### config.mk
export PLATFORM = sky130hd
export DESIGN_NAME = lzwd_ctrl
export DESIGN_NICKNAME = d
export VERILOG_FILES = /design/src/hw/rtl/lzwd_pkg.sv /design/src/hw/rtl/lzwd_ctrl.sv
export SDC_FILE = /design/constraint.sdc
export NUM_CORES = 1
export LEC_CHECK = 0
export ABC_CLOCK_PERIOD_IN_PS = 1300
export BUFFER_PORTS_ARGS = -buffer_cell sky130_fd_sc_hd__buf_2
export CORE_AREA = 2 2 39 41
export DETAILED_ROUTE_END_ITERATION = 12
export DIE_AREA = 0 0 41 43
export SLEW_MARGIN = 20
export SYNTH_ARGS = -nofsm -noshare
export SYNTH_HDL_FRONTEND = slang
export SYNTH_SLANG_ARGS = --single-unit
### constraint.sdc
create_clock -name clk -period 1.3 [get_ports clk]
set_input_delay 0 -clock clk [delete_from_list [all_inputs] [get_ports clk]]
set_output_delay 0 -clock clk [all_outputs]
set_load 0.05 [all_outputs]
### src/hw/rtl/lzwd_pkg.sv
// Package with the beat types, codes and control types of the LZW image decoder.
package lzwd_pkg;

    localparam logic [2:0]  ST_PIXEL     = 3'd0;
    localparam logic [2:0]  ST_NEED_BYTE = 3'd1;
    localparam logic [2:0]  ST_END       = 3'd2;
    localparam logic [2:0]  ST_ACCEPTED  = 3'd3;
    localparam logic [2:0]  ST_REJECTED  = 3'd4;

    localparam logic        OP_PUSH      = 1'b0;
    localparam logic        OP_PULL      = 1'b1;

    localparam logic [11:0] RESTART_CODE = 12'd256;
    localparam logic [11:0] END_CODE     = 12'd257;
    localparam logic [12:0] FIRST_FREE   = 13'd258;
    localparam logic [3:0]  START_WIDTH  = 4'd9;
    localparam int          STACK_DEPTH  = 4096;
    localparam logic [4:0]  RES_LIMIT    = 5'd16;

    typedef struct packed {
        logic       op;
        logic [7:0] data_byte;
    } req_beat_t;

    typedef struct packed {
        logic [2:0] status;
        logic [7:0] pixel;
    } rsp_beat_t;

    typedef struct packed {
        logic [11:0] prefix;
        logic [7:0]  suffix;
    } tbl_entry_t;

    typedef enum logic [3:0] {
        S_IDLE,
        S_DECIDE,
        S_WALK_RD,
        S_WALK_CHK,
        S_PUSH_RD,
        S_PUSH_WR,
        S_POP_RD,
        S_RESP
    } state_t;

    typedef enum logic [3:0] {
        CMD_NONE,
        CMD_PUSH_BYTE,
        CMD_RESP_END,
        CMD_RESP_NEED,
        CMD_TAKE_CODE,
        CMD_WALK_RD,
        CMD_WALK_STEP,
        CMD_ADD,
        CMD_STR_RD,
        CMD_STR_WR,
        CMD_POP,
        CMD_LOAD_OUT
    } cmd_t;

    typedef struct packed {
        logic stack_empty;
        logic ended;
        logic short_bits;
        logic after_clear;
        logic code_end;
        logic code_clear;
        logic walk_more;
        logic push_more;
        logic out_free;
    } dp_status_t;

endpackage

### src/hw/rtl/lzwd_ctrl.sv
// Controller state machine of the LZW image decoder.
module lzwd_ctrl (
    input  logic                clk,
    input  logic                rst_n,
    input  logic                req_valid,
    input  logic                req_op,
    input  lzwd_pkg::dp_status_t st,
    output logic                req_stall,
    output lzwd_pkg::cmd_t      cmd
);
    import lzwd_pkg::*;

    state_t state_reg;
    state_t state_next;

    always_ff @(posedge clk or negedge rst_n)
    begin
        if (!rst_n)
        begin
            state_reg <= S_IDLE;
        end
        else
        begin
            state_reg <= state_next;
        end
    end

    always_comb
    begin
        state_next = state_reg;
        case (state_reg)
            S_IDLE:
            begin
                if (req_valid)
                begin
                    state_next = (req_op == OP_PULL) ? S_DECIDE : S_RESP;
                end
            end
            S_DECIDE:
            begin
                if (!st.stack_empty)
                begin
                    state_next = S_POP_RD;
                end
                else if (st.ended || st.short_bits)
                begin
                    state_next = S_RESP;
                end
                else if (st.after_clear)
                begin
                    state_next = S_PUSH_RD;
                end
                else if (st.code_end)
                begin
                    state_next = S_RESP;
                end
                else if (st.code_clear)
                begin
                    state_next = S_DECIDE;
                end
                else
                begin
                    state_next = S_WALK_RD;
                end
            end
            S_WALK_RD:  state_next = S_WALK_CHK;
            S_WALK_CHK: state_next = st.walk_more ? S_WALK_RD : S_PUSH_RD;
            S_PUSH_RD:  state_next = S_PUSH_WR;
            S_PUSH_WR:  state_next = st.push_more ? S_PUSH_RD : S_DECIDE;
            S_POP_RD:   state_next = S_RESP;
            S_RESP:
            begin
                if (st.out_free)
                begin
                    state_next = S_IDLE;
                end
            end
            default:    state_next = S_IDLE;
        endcase
    end

    always_comb
    begin
        cmd       = CMD_NONE;
        req_stall = (state_reg != S_IDLE);
        case (state_reg)
            S_IDLE:
            begin
                if (req_valid && req_op == OP_PUSH)
                begin
                    cmd = CMD_PUSH_BYTE;
                end
            end
            S_DECIDE:
            begin
                if (!st.stack_empty)
                begin
                    cmd = CMD_NONE;
                end
                else if (st.ended)
                begin
                    cmd = CMD_RESP_END;
                end
                else if (st.short_bits)
                begin
                    cmd = CMD_RESP_NEED;
                end
                else
                begin
                    cmd = CMD_TAKE_CODE;
                end
            end
            S_WALK_RD:  cmd = CMD_WALK_RD;
            S_WALK_CHK: cmd = st.walk_more ? CMD_WALK_STEP : CMD_ADD;
            S_PUSH_RD:  cmd = CMD_STR_RD;
            S_PUSH_WR:  cmd = CMD_STR_WR;
            S_POP_RD:   cmd = CMD_POP;
            S_RESP:
            begin
                if (st.out_free)
                begin
                    cmd = CMD_LOAD_OUT;
                end
            end
            default:    cmd = CMD_NONE;
        endcase
    end

endmodule

==> results.json, run 1 <==
{
  "p_leak_nw": 0.281,
  "crit_arrival_ns": 1.31,
  "r2r-start": "state_reg[2]",
  "outcome": "finished, violations left",
  "fp.coreArea_mm2": 0.00138,
  "cap_violations": 0,
  "drtIter0Drc": 6,
  "cts_made_buffers": 3,
  "startpoint": "state_reg[1]",
  "vdd_drop_max_uv": 1220,
  "largest_register_ffs": 3,
  "antennaDiodeCount": 0,
  "drive_above_1_share_pct": 54.3,
  "clockBufferDepth": 2,
  "ctsRootBufferMaster": "clkbuf_4",
  "design_area_um2": 629,
  "fin_ws_ns": -0.00780,
  "cts_tree": "built",
  "start_util_pct": 24.8,
  "place_ws_ns": 0.0299,
  "end_kind": "output pin",
  "dr.pass1.iters": 4,
  "ff2ff_path_depth": 4,
  "multi_input_area_um2": 284,
  "die_y_um": 43,
  "rsz0062_at_grt": "true",
  "final_common_cell": "buf_2",
  "wl_um": 1140,
  "regArea_um2": 76.3,
  "std_cell_rows": 14,
  "synth-seq-cells": 3,
  "syn_inst": 50,
  "antenna_found_initial": 0,
  "slew_headroom_pct": 76.0,
  "grt_max_degree": 12,
  "seq_area_frac_synth_pct": 21.9,
  "setup_viol": 1,
  "pin_count": 18,
  "ant_nets": 0,
  "drc": 0,
  "finalNetCount": 95,
  "place_area_um2": 502,
  "grt.total_usage_pct": 15.4,
  "fin_crit_sh_pct": 101,
  "fin_crit_ns": 1.31,
  "reg2reg_slack_ns": 0.02,
  "n_fill_cell": 140,
  "cp-start-kind": "register",
  "clock-sinks": 3,
  "hpwl_um": 825,
  "yosysWarnings": 0,
  "synth.net_count": 63,
  "mappedNetlistArea_um2": 343,
  "via_count": 491,
  "clk_pin_slew_ns": 0.04,
  "wire_per_inst_um": 11.8,
  "worstPathRequired_ns": 1.30,
  "violations": "negative setup slack",
  "grt.overflow.total": 0,
  "holdCritPathClass": "in2async",
  "r2r_end": "state_reg[2]",
  "finClkSkew_ns": 0.000287,
  "cellPowerDensity_mw_per_mm2": 2990,
  "synth.distinct_cells": 25,
  "final_cell_mix": "buf_2, buf_4, nor2_1, buf_6",
  "clock_latency_ns": 0.23,
  "port_buffers": 17,
  "grt_pass1_vias": 491,
  "crit_type": "reg2out",
  "htreeDepth": 1,
  "crit_path_end": "cmd[0]",
  "vias_per_cell": 5.06,
  "area_delta_synth_final_pct": 83.6,
  "postSynthAreaPerCell_um2": 6.86,
  "die-area_mm2": 0.00176,
  "cp_max_fo": 7,
  "die_w_um": 41,
  "grt_pass1_wl_um": 1860,
  "fmax_ghz": 0.765,
  "gp_congestion": 0.787,
  "hold_viol_final": 0,
  "worst_pin_slew_ns": 0.359,
  "maxSlewViolCount": 0
}
[power by group]
group | internal, mW | leakage, nW | switching, mW
Clock | 0.115 | 0.0150 | 0.0450
Sequential | 0.150 | 0.0344 | 0.0512
Combinational | 0.645 | 0.232 | 0.873
Total | 0.910 | 0.281 | 0.969
[worst max-delay path, cell delays in order, from the launching register on]
cell and delay [ns]:
dfrtp_1 0.40, buf_6 0.15, nor2_4 0.16, nand4_1 0.11, nand3_1 0.09, buf_6 0.16
[through the flow]
step	total power [mW]	util [%]	setup TNS [ns]	hold WS, ns	cells
finish	1.88	45.5	-0.00780	0.0926	97
global route	2.01	45.5	-0.190	0.109	97
CTS	1.75	43.3	0	0.0924	96
detailed placement	1.36	36.3	0	-0.203	87
global placement	1.36	36.3	0	-0.205	87
floorplan	1.06	-	-0.0896	-0.296	50
[Yosys cell counts]
cell type	n	area share, %
a21o_1	1	2.2
inv_1	1	1.1
o22ai_1	1	1.8
a21oi_1	1	1.5
a31oi_1	2	3.6
nand2_1	3	3.3
buf_4	1	2.2
nor3_1	2	2.9
nand4_1	1	1.8
o21ai_1	2	2.9
a221oi_1	1	2.6
a2bb2oi_1	1	2.6
nor2b_1	3	5.5
o21ai_0	6	8.8
nor2_1	8	8.8
nand2b_1	1	1.8
nor3b_1	1	2.2
buf_2	2	2.9
inv_2	1	1.1
a211oi_1	1	2.2
nand3_1	3	4.4
dfrtp_1	3	22
a311oi_1	1	2.6
a2111oi_1	2	5.8
nor3b_2	1	3.6
[worst min path at each step]
| stage | start | end | slack, ns | cells after the start |
|---|---|---|---|---|
| finish | rst_n | state_reg[0] | 0.09 | 2 |
| detailed placement | rst_n | state_reg[0] | -0.20 | 1 |
| CTS | rst_n | state_reg[1] | 0.09 | 2 |
| floorplan | rst_n | state_reg[0] | -0.30 | 0 |
| global route | rst_n | state_reg[0] | 0.11 | 2 |
| global placement | rst_n | state_reg[2] | -0.20 | 1 |
[area by class of cell]
cell class	count	area share, %
tap	16	3.18
sequential	3	12.1
timing repair buffer	30	34.2
clock buffer	4	4.17
multi-input combinational	42	45.1
inverter	2	1.19
[per-layer routing]
metal	wire [um]	track usage [%]	up-vias
li1	-	-	249
met3	65	6.28	0
met2	569	24.4	15
met5	0	0	-
met1	505	17.8	227
met4	0	5.33	0
[timing repair]
item                                    CTS  global route
gates resized for setup                  10             8
gates cloned                              0             0
hold endpoints to repair                  3             0
buffers inserted                          4             1
endpoints found under the setup margin    2             5
pin swaps                                 3             3
hold buffers                              1             0
[cell families (layout without fill, tap and decap cells)]
family	count (synthesis)	count (layout)	synth area share, %
simple gates	23	23	34.3
compound gates	19	19	36.5
buf+inv	5	36	7.30
flops	3	3	21.9
Power figures use the tool's default switching activity.
==> run 2, diff against run 1 <==
ABC_CLOCK_PERIOD_IN_PS = 1600   (was 1300)
clock period = 1.6 ns   (was 1.3 ns; I/O delays follow)
==> run 2 against run 1 <==
Effect of this change:
- the flow now finishes without violations
- setup slack better by 0.14 ns
- sequential power decreased by 16%
- hold slack got worse by 0.014 ns
- largest cell class unchanged
==> results.json, run 2 (same netlist as run 1, synthesis figures left out) <==
{
  "setup_viol": 0,
  "pin_count": 18,
  "largest_register_ffs": 3,
  "wl_met1_um": 441,
  "port_buffers": 17,
  "path_buf_inv": 2,
  "clock-sinks": 3,
  "via_count": 433,
  "crit_path_max_incr_delay_ns": 0.43,
  "route.met3.wl_um": 63,
  "grt.total_usage_pct": 15.3,
  "cap_violations": 0,
  "drtIter0Drc": 3,
  "ctsRootBufferMaster": "clkbuf_4",
  "final_cell_mix": "buf_2, nor2_1, o21ai_0, clkbuf_4",
  "finClkSkew_ns": 0.00474,
  "crit_slowest_cell": "dfrtp_1",
  "cp_max_fo": 9,
  "htreeDepth": 1,
  "p_leak_nw": 0.219,
  "end_kind": "output pin",
  "worstPathRequired_ns": 1.60,
  "wl_um": 939,
  "final_common_cell": "buf_2",
  "start_util_pct": 24.8,
  "dr.max_layer_used": "met4",
  "crit_family": "flip-flops",
  "die_y_um": 43,
  "slew_headroom_pct": 75.8,
  "die_w_um": 41,
  "fmax_ghz": 0.683,
  "crit_arrival_ns": 1.47,
  "grt.overflow.total": 0,
  "area_delta_synth_final_pct": 45.3,
  "cts_made_buffers": 3,
  "clock_latency_ns": 0.24,
  "place_area_um2": 459,
  "drc": 0,
  "grt_pass1_vias": 433,
  "ant_nets": 0,
  "clockBufferDepth": 2,
  "fp.coreArea_mm2": 0.00138,
  "setup-tns-final_ns": 0,
  "outcome": "completed",
  "vdd_drop_max_uv": 893,
  "maxSlewViolCount": 0,
  "dr.pass1.iters": 4,
  "design_area_um2": 498,
  "rsz0062_at_grt": "false",
  "antennaDiodeCount": 0,
  "std_cell_rows": 14,
  "hpwl_um": 761,
  "drive_above_1_share_pct": 36.1,
  "fin_crit_ns": 1.47,
  "vias_per_cell": 4.92,
  "holdCritPathClass": "in2async",
  "wire_per_inst_um": 10.7,
  "wl_met2_um": 411,
  "antenna_found_initial": 0,
  "cts_tree": "built",
  "die-area_mm2": 0.00176,
  "grt_max_degree": 13,
  "cp-start-kind": "register",
  "fin_crit_sh_pct": 91.6,
  "reg2reg_slack_ns": 0.29,
  "path_cells": "buf_4, a211oi_1, a31oi_1, nand3_1, clkbuf_4",
  "worst_pin_slew_ns": 0.363,
  "finalNetCount": 86,
  "gp_congestion": 0.823,
  "grt_pass1_wl_um": 1760,
  "crit_type": "reg2out",
  "cellPowerDensity_mw_per_mm2": 2350,
  "hold_viol_final": 0,
  "clk_pin_slew_ns": 0.04
}
run 2: worst paths after layout:
check	endpoint	from	cells after the start
hold / removal	state_reg[2]	rst_n	2
min in group clk	state_reg[2]	req_valid	3
hold reg to reg	state_reg[0]	state_reg[0]	3
setup / recovery	cmd[0]	state_reg[2]	5
max in group asynchronous	state_reg[1]	rst_n	2
setup reg to reg	state_reg[2]	state_reg[1]	4
run 2: power breakdown:
part / switching [mW] / internal, mW
clock network: 0.0473 / 0.0940
logic: 0.577 / 0.284
registers: 0.0504 / 0.119
run 2: final cells by class:
type                            instances  area, um2
Fill cell                             157        886
Multi-Input combinational cell         42        249
Timing Repair Buffer                   21        120
Sequential cell                         3       75.1
Clock buffer                            4       26.3
Tap cell                               16       20.0
Inverter                                2       7.51
run 2: stage by stage:
step           hold slack, ns  cells  power [mW]  setup WS, ns  util [%]
2_1_floorplan          -0.296     50       0.830        0.0186         -
3_3_place_gp           -0.204     83        1.02         0.256      33.2
3_5_place_dp           -0.204     83        1.02         0.288      33.2
4_1_cts                0.0713     88        1.16         0.111      35.8
5_1_grt                0.0896     88        1.28        0.0240      36.0
6_report               0.0784     88        1.17         0.135      36.0
run 2: layer usage:
metal	track usage, %	vias up
li1	-	232
met1	19.0	181
met2	20.6	18
met3	6.28	2
met4	10.0	0
met5	0	-
run 2: repair_timing:
action,CTS,global route
endpoints found under the setup margin,0,1
resized for setup,0,1
hold buffers,1,0
endpoints found under the hold margin,3,0
buffers inserted,0,0
==> run 3, diff against run 2 <==
ABC_CLOCK_PERIOD_IN_PS = 1400   (was 1600)
clock period = 1.4 ns   (was 1.6 ns; I/O delays follow)
==> run 3 against run 2 <==
Effect of this change:
- non-clock buffer count is 3 higher
- setup slack worse by 0.11 ns
- cell area is 15% higher
- via count is 6.7% higher
- power is 38% higher
- count of clock-buffer cells in the layout stayed put
- clock skew is 0.0014 ns lower
- combinational power is 43% higher
- die area stayed put
- core utilization is 5.4 points higher
==> results.json, run 3 (same netlist as run 1, synthesis figures left out) <==
{
  "crit_type": "reg2out",
  "power_frac_clock_pct": 10.3,
  "p_sw_share_pct": 54.5,
  "ff2ff_path_depth": 5,
  "p_sw_uw": 878,
  "fin_crit_sh_pct": 98.1,
  "path_cells": "buf_4, a31oi_1, nand3_1, buf_6",
  "hpwl_um": 731,
  "die-area_mm2": 0.00176,
  "final_common_cell": "buf_2",
  "dr.pass1.iters": 4,
  "hold_viol_final": 0,
  "final_cells": 91,
  "ctsRootBufferMaster": "clkbuf_4",
  "place_ws_ns": 0.130,
  "maxSlewViolCount": 0,
  "grt_pass1_wl_um": 1710,
  "clock-sinks": 3,
  "antenna_found_initial": 0,
  "clk_pin_slew_ns": 0.04,
  "pin_count": 18,
  "clockBufferDepth": 2,
  "slew_headroom_pct": 70.7,
  "drive_above_1_share_pct": 46.7,
  "vdd_drop_max_uv": 1260,
  "grt.total_usage_pct": 14.4,
  "wire_per_inst_um": 12.1,
  "grt_max_degree": 13,
  "vias_per_cell": 5.08,
  "drtIter0Drc": 17,
  "path_buf_inv": 2,
  "cap_violations": 0,
  "holdCritPathClass": "in2async",
  "p_int_uw": 733,
  "fin_total_pwr_mw": 1.61,
  "p_leak_nw": 0.250,
  "clock_latency_ns": 0.24,
  "fin_ws_ns": 0.0270,
  "crit_cells": 4,
  "area_delta_synth_final_pct": 67.2,
  "ant_nets": 0,
  "std_cell_rows": 14,
  "wl_um": 1100,
  "gp_congestion": 0.769,
  "r2r_end": "state_reg[2]",
  "antennaDiodeCount": 0,
  "crit_path_end": "cmd[0]",
  "crit_slowest_cell": "dfrtp_2",
  "grt_pass1_vias": 425,
  "fp.coreArea_mm2": 0.00138,
  "cts_tree": "built",
  "drc": 0,
  "crit_family": "flip-flops",
  "finClkSkew_ns": 0.00329,
  "p_seq_share_pct": 13.6,
  "setup_viol": 0,
  "worstPathRequired_ns": 1.40,
  "htreeDepth": 1,
  "finalNetCount": 89,
  "reg2reg_slack_ns": 0.09,
  "start_util_pct": 24.8,
  "dp_cells": 84,
  "crit_path_max_incr_delay_ns": 0.49,
  "largest_register_ffs": 3,
  "worst_pin_slew_ns": 0.439,
  "end_kind": "output pin",
  "fmax_ghz": 0.728,
  "rsz0062_at_grt": "true",
  "final_util_pct": 41.4,
  "final_cell_mix": "buf_2, nor2_1, o21ai_0, buf_4",
  "cellPowerDensity_mw_per_mm2": 2810,
  "startpoint": "state_reg[2]",
  "outcome": "completed",
  "fin_crit_ns": 1.37,
  "combPwrFrac_pct": 76.1,
  "die_w_um": 41,
  "cts_made_buffers": 3,
  "cp_max_fo": 12,
  "grt.overflow.total": 0,
  "via_count": 462,
  "die_y_um": 43,
  "cp-start-kind": "register",
  "r2r-start": "state_reg[0]",
  "port_buffers": 17,
  "crit_arrival_ns": 1.37
}
## run 3: worst min path at each step
| stage | depth (start not counted) | from | slack [ns] | to |
|---|---|---|---|---|
| global placement | 1 | rst_n | -0.20 | state_reg[1] |
| detailed placement | 1 | rst_n | -0.20 | state_reg[0] |
| finish | 2 | rst_n | 0.08 | state_reg[0] |
| floorplan | 0 | rst_n | -0.30 | state_reg[0] |
| global route | 2 | rst_n | 0.10 | state_reg[0] |
| CTS | 2 | rst_n | 0.08 | state_reg[0] |
## run 3: what timing repair did
item	in CTS	in global routing
pin swaps	0	1
buffers inserted	0	2
gates resized for setup	4	5
hold endpoints to repair	3	0
endpoints found under the setup margin	2	2
hold buffers	1	0
## run 3: area by class of cell
| type | count | area, um2 |
|---|---|---|
| Fill cell | 154 | 811 |
| Multi-Input combinational cell | 42 | 278 |
| Tap cell | 16 | 20.0 |
| Sequential cell | 3 | 76.3 |
| Clock buffer | 4 | 26.3 |
| Inverter | 2 | 7.51 |
| Timing Repair Buffer | 24 | 165 |
## run 3: stage by stage
step,cell area (um2),hold slack [ns],TNS (ns)
after floorplan,359,-0.296,0
after CTS,524,0.0833,0
final,573,0.0768,0
after global routing,573,0.102,-0.0184
after detailed placement,477,-0.204,0
after global placement,477,-0.205,0
## run 3: metal layers
layer / part of all wire [%] / track usage [%] / wire, um / vias to the layer above
li1: - / - / - / 235
met1: 43 / 16.7 / 468 / 204
met2: 50 / 24.4 / 554 / 21
met3: 5.5 / 0.524 / 61 / 2
met4: 1.5 / 8.00 / 17 / 0
met5: 0 / 0 / 0 / -
## run 3: worst reg2reg max path, stage by stage, from the launching register on
cell	delay [ns]
dfrtp_1	0.38
buf_4	0.18
nand2_1	0.09
nor3_1	0.06
a2111oi_1	0.37
o21ai_1	0.10
## run 3: power by group through the flow
stage          logic (mW)  registers [mW]  clock network (mW)
6_report             1.23           0.219               0.166
5_1_grt              1.31           0.227               0.174
4_1_cts              1.07           0.216               0.163
3_5_place_dp         1.01           0.208                   0
3_3_place_gp         1.01           0.208                   0
2_1_floorplan       0.809           0.171                   0
